<file path="src/hw/rtl/ird_pkg.sv">
package ird_pkg;

   // Field widths
   localparam int ACTION_W    = 2;
   localparam int SAMPLE_W    = 10;
   localparam int STATUS_W    = 2;
   localparam int CODE_W      = 3;
   localparam int LEVEL_W     = 10;
   localparam int GAP_W       = 12;
   localparam int TIMEOUT_W   = 16;
   localparam int LENGTH_W    = 12;
   localparam int CSR_INDEX_W = 2;
   localparam int CSR_DATA_W  = 16;
   localparam int REQ_DATA_W  = 16;
   localparam int RSP_DATA_W  = 8;

   // Register reset values
   localparam logic [LEVEL_W-1:0]   LEVEL_THRESHOLD_RST = 10'd25;
   localparam logic [GAP_W-1:0]     GAP_THRESHOLD_RST   = 12'd15;
   localparam logic [TIMEOUT_W-1:0] TIMEOUT_MS_RST      = 16'd200;
   localparam logic [LENGTH_W-1:0]  CAPTURE_LENGTH_RST  = 12'd500;

   // Register indexes
   typedef enum logic [CSR_INDEX_W-1:0] {
      CSR_LEVEL_THRESHOLD = 2'd0,
      CSR_GAP_THRESHOLD   = 2'd1,
      CSR_TIMEOUT_MS      = 2'd2,
      CSR_CAPTURE_LENGTH  = 2'd3
   } csr_index_type;

   // Request kinds
   typedef enum logic [ACTION_W-1:0] {
      ACT_START  = 2'd0,
      ACT_SAMPLE = 2'd1,
      ACT_TICK   = 2'd2,
      ACT_NONE   = 2'd3
   } action_type;

   // Result status codes
   typedef enum logic [STATUS_W-1:0] {
      ST_OK       = 2'd0,
      ST_TIMEOUT  = 2'd1,
      ST_EDGE_CNT = 2'd2,
      ST_WAITING  = 2'd3
   } status_type;

   typedef enum logic [1:0] {
      PH_IDLE    = 2'd0,
      PH_WAIT    = 2'd1,
      PH_CAPTURE = 2'd2
   } phase_type;

   typedef struct packed {
      logic [LEVEL_W-1:0]   level_threshold;
      logic [GAP_W-1:0]     gap_threshold;
      logic [TIMEOUT_W-1:0] timeout_ms;
      logic [LENGTH_W-1:0]  capture_length;
   } cfg_type;

   typedef struct packed {
      logic [ACTION_W-1:0] action;
      logic [SAMPLE_W-1:0] sample;
   } item_type;

   typedef struct packed {
      status_type        status;
      logic [CODE_W-1:0] path_code;
   } result_type;

endpackage

</file>
<file path="src/hw/rtl/ir_pulse_distance_decoder.sv">
// Pulse-distance IR frame decoder.
// req_ channel: one transaction per item; tuser carries the action (start,
//   analog sample, millisecond tick), tdata the 10-bit analog sample.
// rsp_ channel: at most one transaction per item, sent when a frame ends or
//   the wait for signal times out; tuser carries the status, tdata the code.
// csr_ channel: register writes (level threshold, gap threshold, timeout,
//   capture length); always ready, write only while the decoder is idle.
// Throughput: one item per cycle while the result slot is free. An accepted
//   item sits in the input register while compare/count logic updates the
//   frame state, and its result is loaded into the result register as the
//   item leaves the input register, and rsp_tvalid rises once it is loaded.
// Stall: while rsp_tvalid is high and rsp_tready low, the result holds and
//   the held item waits in the input register; req_tready drops once that
//   register is full. Items that give no result still need the slot free.
// Reset: synchronous, active high; clears the frame state to idle, empties
//   both registers and loads the register defaults (25, 15, 200, 500).
module ir_pulse_distance_decoder #(
   parameter int EXPECTED_EDGES = 9
) (
   input  logic                            clock,
   input  logic                            reset,
   input  logic                            req_tvalid,
   output logic                            req_tready,
   input  logic [ird_pkg::REQ_DATA_W-1:0]  req_tdata,   // [9:0] sample
   input  logic [ird_pkg::ACTION_W-1:0]    req_tuser,   // [1:0] action
   output logic                            rsp_tvalid,
   input  logic                            rsp_tready,
   output logic [ird_pkg::RSP_DATA_W-1:0]  rsp_tdata,   // [2:0] path_code
   output logic [ird_pkg::STATUS_W-1:0]    rsp_tuser,   // [1:0] status
   input  logic                            csr_valid,
   output logic                            csr_ready,
   input  logic [ird_pkg::CSR_INDEX_W-1:0] csr_index,
   input  logic [ird_pkg::CSR_DATA_W-1:0]  csr_data
);
   import ird_pkg::*;

   cfg_type    cfg;
   item_type   in_item;
   item_type   stage_item;
   logic       stage_valid;
   logic       stage_take;
   logic       out_free;
   logic       res_valid;
   result_type res;
   result_type out_res;

   assign csr_ready = 1'b1;

   ird_csr_regs u_csr (
      .clock     (clock),
      .reset     (reset),
      .csr_valid (csr_valid),
      .csr_index (csr_index),
      .csr_data  (csr_data),
      .cfg       (cfg)
   );

   // Unpack the request
   assign in_item.action = req_tuser;
   assign in_item.sample = req_tdata[SAMPLE_W-1:0];

   ird_in_stage u_in (
      .clock       (clock),
      .reset       (reset),
      .in_valid    (req_tvalid),
      .in_ready    (req_tready),
      .in_item     (in_item),
      .stage_valid (stage_valid),
      .stage_item  (stage_item),
      .stage_take  (stage_take)
   );

   // Process the held item when the result slot can take its output
   assign stage_take = stage_valid && out_free;

   ird_frame_core #(
      .EXPECTED_EDGES (EXPECTED_EDGES)
   ) u_core (
      .clock     (clock),
      .reset     (reset),
      .cfg       (cfg),
      .item_fire (stage_take),
      .item      (stage_item),
      .res_valid (res_valid),
      .res       (res)
   );

   ird_out_stage u_out (
      .clock     (clock),
      .reset     (reset),
      .res_load  (res_valid),
      .res       (res),
      .out_free  (out_free),
      .out_valid (rsp_tvalid),
      .out_ready (rsp_tready),
      .out_res   (out_res)
   );

   // Pack the response
   assign rsp_tuser = out_res.status;
   assign rsp_tdata = {{(RSP_DATA_W - CODE_W){1'b0}}, out_res.path_code};

endmodule

</file>
<file path="src/hw/rtl/ird_csr_regs.sv">
module ird_csr_regs (
   input  logic                            clock,
   input  logic                            reset,
   input  logic                            csr_valid,
   input  logic [ird_pkg::CSR_INDEX_W-1:0] csr_index,
   input  logic [ird_pkg::CSR_DATA_W-1:0]  csr_data,
   output ird_pkg::cfg_type                cfg
);
   import ird_pkg::*;

   cfg_type cfg_ff;
   cfg_type cfg_in;

   // Decode the write transaction
   always_comb begin
      cfg_in = cfg_ff;
      if (csr_valid) begin
         unique case (csr_index_type'(csr_index))
            CSR_LEVEL_THRESHOLD: cfg_in.level_threshold = csr_data[LEVEL_W-1:0];
            CSR_GAP_THRESHOLD:   cfg_in.gap_threshold   = csr_data[GAP_W-1:0];
            CSR_TIMEOUT_MS:      cfg_in.timeout_ms      = csr_data[TIMEOUT_W-1:0];
            CSR_CAPTURE_LENGTH:  cfg_in.capture_length  = csr_data[LENGTH_W-1:0];
            default:             cfg_in = cfg_ff;
         endcase
      end
   end

   always_ff @(posedge clock) begin
      if (reset) begin
         cfg_ff.level_threshold <= LEVEL_THRESHOLD_RST;
         cfg_ff.gap_threshold   <= GAP_THRESHOLD_RST;
         cfg_ff.timeout_ms      <= TIMEOUT_MS_RST;
         cfg_ff.capture_length  <= CAPTURE_LENGTH_RST;
      end else begin
         cfg_ff <= cfg_in;
      end
   end

   assign cfg = cfg_ff;

endmodule

</file>
<file path="src/hw/rtl/ird_in_stage.sv">
module ird_in_stage (
   input  logic              clock,
   input  logic              reset,
   input  logic              in_valid,
   output logic              in_ready,
   input  ird_pkg::item_type in_item,
   output logic              stage_valid,
   output ird_pkg::item_type stage_item,
   input  logic              stage_take
);
   import ird_pkg::*;

   logic     valid_ff;
   logic     valid_in;
   item_type item_ff;
   logic     load;

   // Refill when empty or whenever the held transaction leaves this cycle
   assign in_ready = !valid_ff || stage_take;
   assign load     = in_valid && in_ready;

   always_comb begin
      if (load) begin
         valid_in = 1'b1;
      end else if (stage_take) begin
         valid_in = 1'b0;
      end else begin
         valid_in = valid_ff;
      end
   end

   always_ff @(posedge clock) begin
      if (reset) begin
         valid_ff <= 1'b0;
      end else begin
         valid_ff <= valid_in;
      end
   end

   always_ff @(posedge clock) begin
      if (load) begin
         item_ff <= in_item;
      end
   end

   assign stage_valid = valid_ff;
   assign stage_item  = item_ff;

endmodule

</file>
<file path="src/hw/rtl/ird_frame_core.sv">
module ird_frame_core #(
   parameter int EXPECTED_EDGES = 9
) (
   input  logic                clock,
   input  logic                reset,
   input  ird_pkg::cfg_type    cfg,
   input  logic                item_fire,
   input  ird_pkg::item_type   item,
   output logic                res_valid,
   output ird_pkg::result_type res
);
   import ird_pkg::*;

   localparam int CNT_W     = $clog2(EXPECTED_EDGES + 2);
   localparam int WAIT_GAPS = (EXPECTED_EDGES > 3) ? EXPECTED_EDGES - 3 : 0;
   localparam logic [CNT_W-1:0] EDGE_CAP  = CNT_W'(EXPECTED_EDGES + 1);
   localparam logic [CNT_W-1:0] EDGE_EXP  = CNT_W'(EXPECTED_EDGES);
   localparam logic [CNT_W-1:0] LAST_GAP  = CNT_W'(EXPECTED_EDGES - 1);
   localparam logic [CNT_W-1:0] WAIT_LIM  = CNT_W'(WAIT_GAPS);
   localparam logic [CNT_W-1:0] CNT_TWO   = CNT_W'(2);
   localparam logic [CNT_W-1:0] CNT_ONE   = CNT_W'(1);

   phase_type               phase_ff,     phase_in;
   logic [TIMEOUT_W-1:0]    elapsed_ff,   elapsed_in;
   logic [LENGTH_W-1:0]     index_ff,     index_in;
   logic                    prev_ff,      prev_in;
   logic [CNT_W-1:0]        edges_ff,     edges_in;
   logic [LENGTH_W-1:0]     last_pos_ff,  last_pos_in;
   logic                    waiting_ff,   waiting_in;
   logic [CODE_W-1:0]       code_ff,      code_in;

   logic                    level;
   logic [TIMEOUT_W-1:0]    elapsed_inc;
   logic [LENGTH_W-1:0]     len;
   logic [LENGTH_W:0]       index_next;
   logic [LENGTH_W-1:0]     gap;
   logic [CNT_W-1:0]        edge_num;
   logic [CNT_W-1:0]        gap_num;
   logic [1:0]              bitpos;
   logic                    gap_one;
   logic                    rising;

   // Per-sample terms
   assign level       = item.sample > cfg.level_threshold;
   assign elapsed_inc = (elapsed_ff == '1) ? elapsed_ff : elapsed_ff + 1'b1;
   assign len         = (cfg.capture_length == '0) ? LENGTH_W'(1) : cfg.capture_length;
   assign index_next  = {1'b0, index_ff} + 1'b1;
   assign rising      = (index_ff != '0) && level && !prev_ff;
   assign edge_num    = edges_ff + 1'b1;
   assign gap_num     = edge_num - CNT_ONE;
   assign gap         = index_ff - last_pos_ff;
   assign gap_one     = gap >= cfg.gap_threshold;
   assign bitpos      = 2'(LAST_GAP - gap_num);

   // Next state and result
   always_comb begin
      phase_in    = phase_ff;
      elapsed_in  = elapsed_ff;
      index_in    = index_ff;
      prev_in     = prev_ff;
      edges_in    = edges_ff;
      last_pos_in = last_pos_ff;
      waiting_in  = waiting_ff;
      code_in     = code_ff;
      res_valid   = 1'b0;
      res.status    = ST_OK;
      res.path_code = '0;

      if (item_fire) begin
         if (action_type'(item.action) == ACT_START) begin
            // Re-arm and drop any frame in progress
            phase_in    = PH_WAIT;
            elapsed_in  = '0;
            index_in    = '0;
            prev_in     = 1'b0;
            edges_in    = '0;
            last_pos_in = '0;
            waiting_in  = 1'b0;
            code_in     = '0;
         end else begin
            unique case (phase_ff)
               PH_WAIT: begin
                  if (action_type'(item.action) == ACT_TICK) begin
                     elapsed_in = elapsed_inc;
                     if (elapsed_inc > cfg.timeout_ms) begin
                        phase_in   = PH_IDLE;
                        res_valid  = 1'b1;
                        res.status = ST_TIMEOUT;
                     end
                  end else if (action_type'(item.action) == ACT_SAMPLE && level) begin
                     phase_in = PH_CAPTURE;
                     index_in = '0;
                     prev_in  = 1'b0;
                  end
               end
               PH_CAPTURE: begin
                  if (action_type'(item.action) == ACT_SAMPLE) begin
                     // Count the edge and classify its gap
                     if (rising && edges_ff < EDGE_CAP) begin
                        edges_in    = edge_num;
                        last_pos_in = index_ff;
                        if (edge_num >= CNT_TWO && edge_num <= EDGE_EXP) begin
                           if (gap_num < WAIT_LIM) begin
                              waiting_in = waiting_ff | gap_one;
                           end else if (gap_one) begin
                              code_in = code_ff | (CODE_W'(1) << bitpos);
                           end
                        end
                     end
                     prev_in = level;
                     if (index_next >= {1'b0, len}) begin
                        // Frame ends: report with precedence
                        phase_in  = PH_IDLE;
                        res_valid = 1'b1;
                        if (edges_in != EDGE_EXP) begin
                           res.status = ST_EDGE_CNT;
                        end else if (waiting_in) begin
                           res.status = ST_WAITING;
                        end else begin
                           res.status    = ST_OK;
                           res.path_code = code_in;
                        end
                     end else begin
                        index_in = index_next[LENGTH_W-1:0];
                     end
                  end
               end
               default: begin
                  phase_in = phase_ff;
               end
            endcase
         end
      end
   end

   always_ff @(posedge clock) begin
      if (reset) begin
         phase_ff    <= PH_IDLE;
         elapsed_ff  <= '0;
         index_ff    <= '0;
         prev_ff     <= 1'b0;
         edges_ff    <= '0;
         last_pos_ff <= '0;
         waiting_ff  <= 1'b0;
         code_ff     <= '0;
      end else begin
         phase_ff    <= phase_in;
         elapsed_ff  <= elapsed_in;
         index_ff    <= index_in;
         prev_ff     <= prev_in;
         edges_ff    <= edges_in;
         last_pos_ff <= last_pos_in;
         waiting_ff  <= waiting_in;
         code_ff     <= code_in;
      end
   end

endmodule

</file>
<file path="src/hw/rtl/ird_out_stage.sv">
module ird_out_stage (
   input  logic                clock,
   input  logic                reset,
   input  logic                res_load,
   input  ird_pkg::result_type res,
   output logic                out_free,
   output logic                out_valid,
   input  logic                out_ready,
   output ird_pkg::result_type out_res
);
   import ird_pkg::*;

   logic       valid_ff;
   logic       valid_in;
   result_type res_ff;

   // Slot is free when empty or drained this cycle
   assign out_free = !valid_ff || out_ready;

   always_comb begin
      if (res_load) begin
         valid_in = 1'b1;
      end else if (out_ready) begin
         valid_in = 1'b0;
      end else begin
         valid_in = valid_ff;
      end
   end

   always_ff @(posedge clock) begin
      if (reset) begin
         valid_ff <= 1'b0;
      end else begin
         valid_ff <= valid_in;
      end
   end

   always_ff @(posedge clock) begin
      if (res_load) begin
         res_ff <= res;
      end
   end

   assign out_valid = valid_ff;
   assign out_res   = res_ff;

endmodule
</file>
<file path="config.mk">
export PLATFORM = sky130hd
export DESIGN_NAME = ir_pulse_distance_decoder
export DESIGN_NICKNAME = d
export VERILOG_FILES = /design/src/hw/rtl/ird_pkg.sv /design/src/hw/rtl/ir_pulse_distance_decoder.sv /design/src/hw/rtl/ird_csr_regs.sv /design/src/hw/rtl/ird_in_stage.sv /design/src/hw/rtl/ird_frame_core.sv /design/src/hw/rtl/ird_out_stage.sv
export SDC_FILE = /design/constraint.sdc
export NUM_CORES = 1
export LEC_CHECK = 0
export ABC_AREA = 1
export BUFFER_PORTS_ARGS = -buffer_cell sky130_fd_sc_hd__buf_2
export CAP_MARGIN = 0
export CELL_PAD_IN_SITES_DETAIL_PLACEMENT = 1
export CELL_PAD_IN_SITES_GLOBAL_PLACEMENT = 2
export CORE_UTILIZATION = 37
export CTS_BUF_LIST = sky130_fd_sc_hd__clkbuf_4 sky130_fd_sc_hd__clkbuf_8
export DETAILED_ROUTE_END_ITERATION = 10
export PLACE_DENSITY = 0.9
export RECOVER_POWER = 50
export SLEW_MARGIN = 20
export SYNTH_ARGS = -nofsm -noshare
export SYNTH_HDL_FRONTEND = slang
export SYNTH_SLANG_ARGS = --single-unit
</file>
<file path="constraint.sdc">
create_clock -name clock -period 3.6 [get_ports clock]
set_input_delay 0.18 -clock clock [delete_from_list [all_inputs] [get_ports clock]]
set_output_delay 0.18 -clock clock [all_outputs]
set_load 0.1 [all_outputs]
</file>
==> impl_results.md <==
- Root Driver: clkbuf_8
- Clk sink count: between 100 and 150
- Global-route wire length before repair: roughly 32000 µm
- Arrival time at the worst endpoint: about 3400 ps
- Peak VDD IR: ~150 µV
- Most common cell in the netlist: nand2_1
- EDFF count, synth: 17
- Max capacitance violation total: 1
- Drt initial violations: around 300
- Final Max Slew Viols: 39
- RSZ-0062 raised after global routing: no
- Dpl ws: 153.2 ps
- Final Setup Violations: 0
- Synth Instances: 984
- Die area: 20380 µm²
- # DRC: 0
- Comb pwr share: 0.135
- Slowest stage cell, crit path: ha_1
- Initial Util: 0.3766
- TritonCTS Buffers: 17
- Netlist cell types: 52
- Post-synthesis sequential element count: 120
- Syn avg cell area: ~7.4 µm²
- Die Y: 142.7 µm
- Num ports: 54
- Worst setup path class: flop to flop
- R2r worst-path depth: 17
- Clock latency on the worst-skew pair: roughly 450 ps
- Slew HR: -0.1226
- Antenna violations before repair: 0
- Switch share: 0.3000
- Actual slew at the worst max-slew pin: about 1700 ps
- Total negative slack: 0 ps
- Top post-synthesis cells by count: 218 x nand2_1, 145 x inv_1, 118 x a21oi_1, 103 x dfxtp_1, 70 x ha_1
- Register clock-pin slew on the reported worst setup and hold paths: 80 ps
- Critical R2R Capture: u_out.out_res[3]$_SDFFCE_PP0P_
- Max layer used: met4
- # rows: 51
- Int Power: about 2.1 mW
- Largest net degree at the start of global routing: 56
- Sw power: between 0.9 and 1 mW
- Final wirelength: approximately 20000 µm
- Clock H-tree levels: 4
- Outcome: finished, violations left
- Fraction of layout cells with a size suffix above 1: 0.1127
- Final period util: 0.8973
- Sequential share of power: 0.468
- Core Box Area: between 15000 and 20000 µm²
- Post-synth ARST share: 0
- Post-synthesis cell area: between 7000 and 8000 µm²
- Final Hold Viols: 0
- Leakage dissipation: between 3 and 4 nW
- WL/cell: 14.94 µm
- Synth Flop Type: dfxtp_1
- R2R Path Start: u_core.last_pos_ff[2]$_SDFFE_PP0P_
- Power Dens Cells: approximately 370 nW/µm²
- GRT Total Usage: 0.2018
- Drt first pass iters: 5
- Vias per cell: a little under 5
- Min-Delay Path Class: input port to flop
- Crit. End Element: flop
- Critical Path Fanout Max: 4
- M1 WL: around 9300 µm
- Max Fclk: between 300 and 400 MHz
- Vias in the first global route: 6432
- Post-synth top area cell: dfxtp_1
- Ant diodes: 0
- CP peak stage delay: approximately 340 ps
- Required time worst endpoint: ~3800 ps
- CTS tree: built
- Wire length on met2: about 9500 µm
- Area contributors post-synth: dfxtp_1 28%, ha_1 12%, nand2_1 11%, a21oi_1 8.1%, inv_1 7.4%
- Met3 wire len: between 600 and 700 µm
- Global route overflow: 0
- Register area share after synthesis: 0.3510
- Worst setup SP type: flop
- R2r setup slk: ~370 ps
- Worst Setup SP: u_core.last_pos_ff[2]$_SDFFE_PP0P_
- Final setup margin: between 300 and 400 ps
- CP Cell Sequence: inv_1, ha_1, a21oi_1, o21ai_0, a21oi_1, o21ai_0, a31oi_1, xor2_1, ha_1, a21oi_1, o21a_1, nand4_1, buf_4, a21oi_2, nor2_1, nand2_1, nand2_1
- Failing checks: max-capacitance violations, max-slew violations
- Total vias in the final route: ~6500
- Top-area cell type share of the netlist area: 0.2813
- Max Clock Skew: between 15 and 20 ps
- Buffers on Ports: 41
- Worst setup path endpoint: u_out.out_res[3]$_SDFFCE_PP0P_
- DP HPWL: 14910 µm
- Layout area overhead: 13.18%
- Most Frequent Cell on Critical Path: a21oi_1
- Ys Warns: 0
- Die Wd: around 140 µm
- Clk network pwr share: 0.397
- Nets: 1155
- Max clock buf depth: 2
- Antenna violation net count after detailed routing: 0
- Gpl congestion: between 0.8 and 0.9
- Tmin final: around 3200 ps
-- cell type report --
type,instances,area [µm²]
clock inverter,14,133.9
multi-input combinational,687,4021
fill,2476,11170
timing repair buffer,69,431.7
sequential,120,2572
tap,265,331.6
clock buffer,18,247.7
inverter,148,556.8
-- per-stage QoR --
step | cell area, µm² | utilization | hold WS [ps] | total power, mW | instances
finish | 8295 | 0.4262 | 24.71 | 3.032 | 1321
global route | 8295 | 0.4262 | 11.62 | 3.187 | 1321
CTS | 8295 | 0.4262 | 2.004 | 3.057 | 1319
detailed placement | 7784 | 0.3999 | 359.3 | 1.831 | 1274
global placement | 7784 | 0.3999 | 358.1 | 1.816 | 1274
floorplan | 7345 | - | 278.9 | 1.722 | 988
-- what timing repair did --
action,4_1_cts,5_1_grt
buffers inserted,0,2
endpoints found under the setup margin,0,5
hold endpoints to repair,13,0
gates resized for setup,0,1
hold buffers,13,0
-- worst max-delay path: cells and delay by family (launching register included) --
| family | cells | cell delay (ps) |
|---|---|---|
| xor gates and xnor gates | 1 | 160 |
| AOI/OAI and AO/OA | 8 | 1380 |
| buffers and inverters | 2 | 240 |
| and+or+nand+nor | 4 | 300 |
| DFF | 1 | 310 |
| adders and majority gates | 2 | 600 |
-- layer usage --
layer  track usage  vias up
li1              -     3336
met3       0.03421       12
met1        0.2577     3052
met5             0        -
met2        0.3470       73
met4       0.05942        0
-- logic make-up (layout without fill, tap and decap cells) --
family                   after synthesis  count (layout)  synth area share
other                                  2               6          0.001025
flip-flops                           120             120            0.3510
buffers and inverters                181             249            0.1026
AO/OA/AOI/OAI                        210             210            0.1586
AND/OR/NAND/NOR                      368             368            0.2264
adder cells (fa/ha/maj)               71              71            0.1222
XOR/XNOR                              32              32           0.03824
-- how the worst min path moves through the flow --
stage / start / depth (start not counted) / slack (ps) / to
finish: csr_data[14] / 3 / 20 / u_csr.cfg[26]$_SDFFE_PP0P_
global route: csr_data[2] / 3 / 10 / u_csr.cfg[2]$_SDFFE_PP1P_
global placement: req_tdata[9] / 1 / 360 / u_in.stage_item[9]$_DFFE_PP_
CTS: csr_data[2] / 3 / 2 / u_csr.cfg[30]$_SDFFE_PP1P_
detailed placement: req_tdata[9] / 1 / 360 / u_in.stage_item[9]$_DFFE_PP_
floorplan: req_tdata[0] / 0 / 280 / u_in.stage_item[0]$_DFFE_PP_
-- placed cells by master (no fill, tap or decap), types with 2 or more instances in the layout --
cell type,Yosys,final
a211oi_1,9,9
a21oi_1,118,117
a21oi_2,3,4
a31oi_1,4,4
and3_1,2,2
buf_2,3,31
buf_4,6,14
clkbuf_1,17,11
clkbuf_8,0,18
clkinv_2,1,2
clkinv_4,0,3
conb_1,2,6
dfxtp_1,103,103
dlygate4sd3_1,0,13
edfxtp_1,17,17
ha_1,70,70
inv_1,145,145
inv_2,2,2
inv_4,0,2
inv_6,0,6
nand2_1,218,218
nand2_2,5,5
nand3_1,35,35
nand3_2,5,5
nand4_1,13,13
nor2_1,51,50
nor2_2,10,11
nor2_4,4,4
nor3_1,13,14
nor3_2,3,2
nor4_1,2,2
o211ai_1,9,9
o21a_1,3,3
o21ai_0,53,53
xnor2_1,7,7
xor2_1,25,25
-- registers in the layout (all words and copies together), names as in the netlist --
register            count
u_out.out_valid         1
u_core.waiting_ff       1
u_core.prev_ff          1
u_in.stage_item        12
u_out.out_res           5
u_core.last_pos_ff     12
u_core.index_ff        12
u_in.stage_valid        1
u_core.edges_ff         4
u_csr.cfg              50
u_core.elapsed_ff      16
u_core.code_ff          3
u_core.phase_ff         2
-- power groups by stage --
stage	clock [mW]	combinational [mW]	sequential, mW
global route	1.30	0.460	1.42
finish	1.20	0.409	1.42
floorplan	0	0.277	1.44
CTS	1.24	0.395	1.42
global placement	0	0.368	1.45
detailed placement	0	0.381	1.45
(Power assumes the default switching activity.)
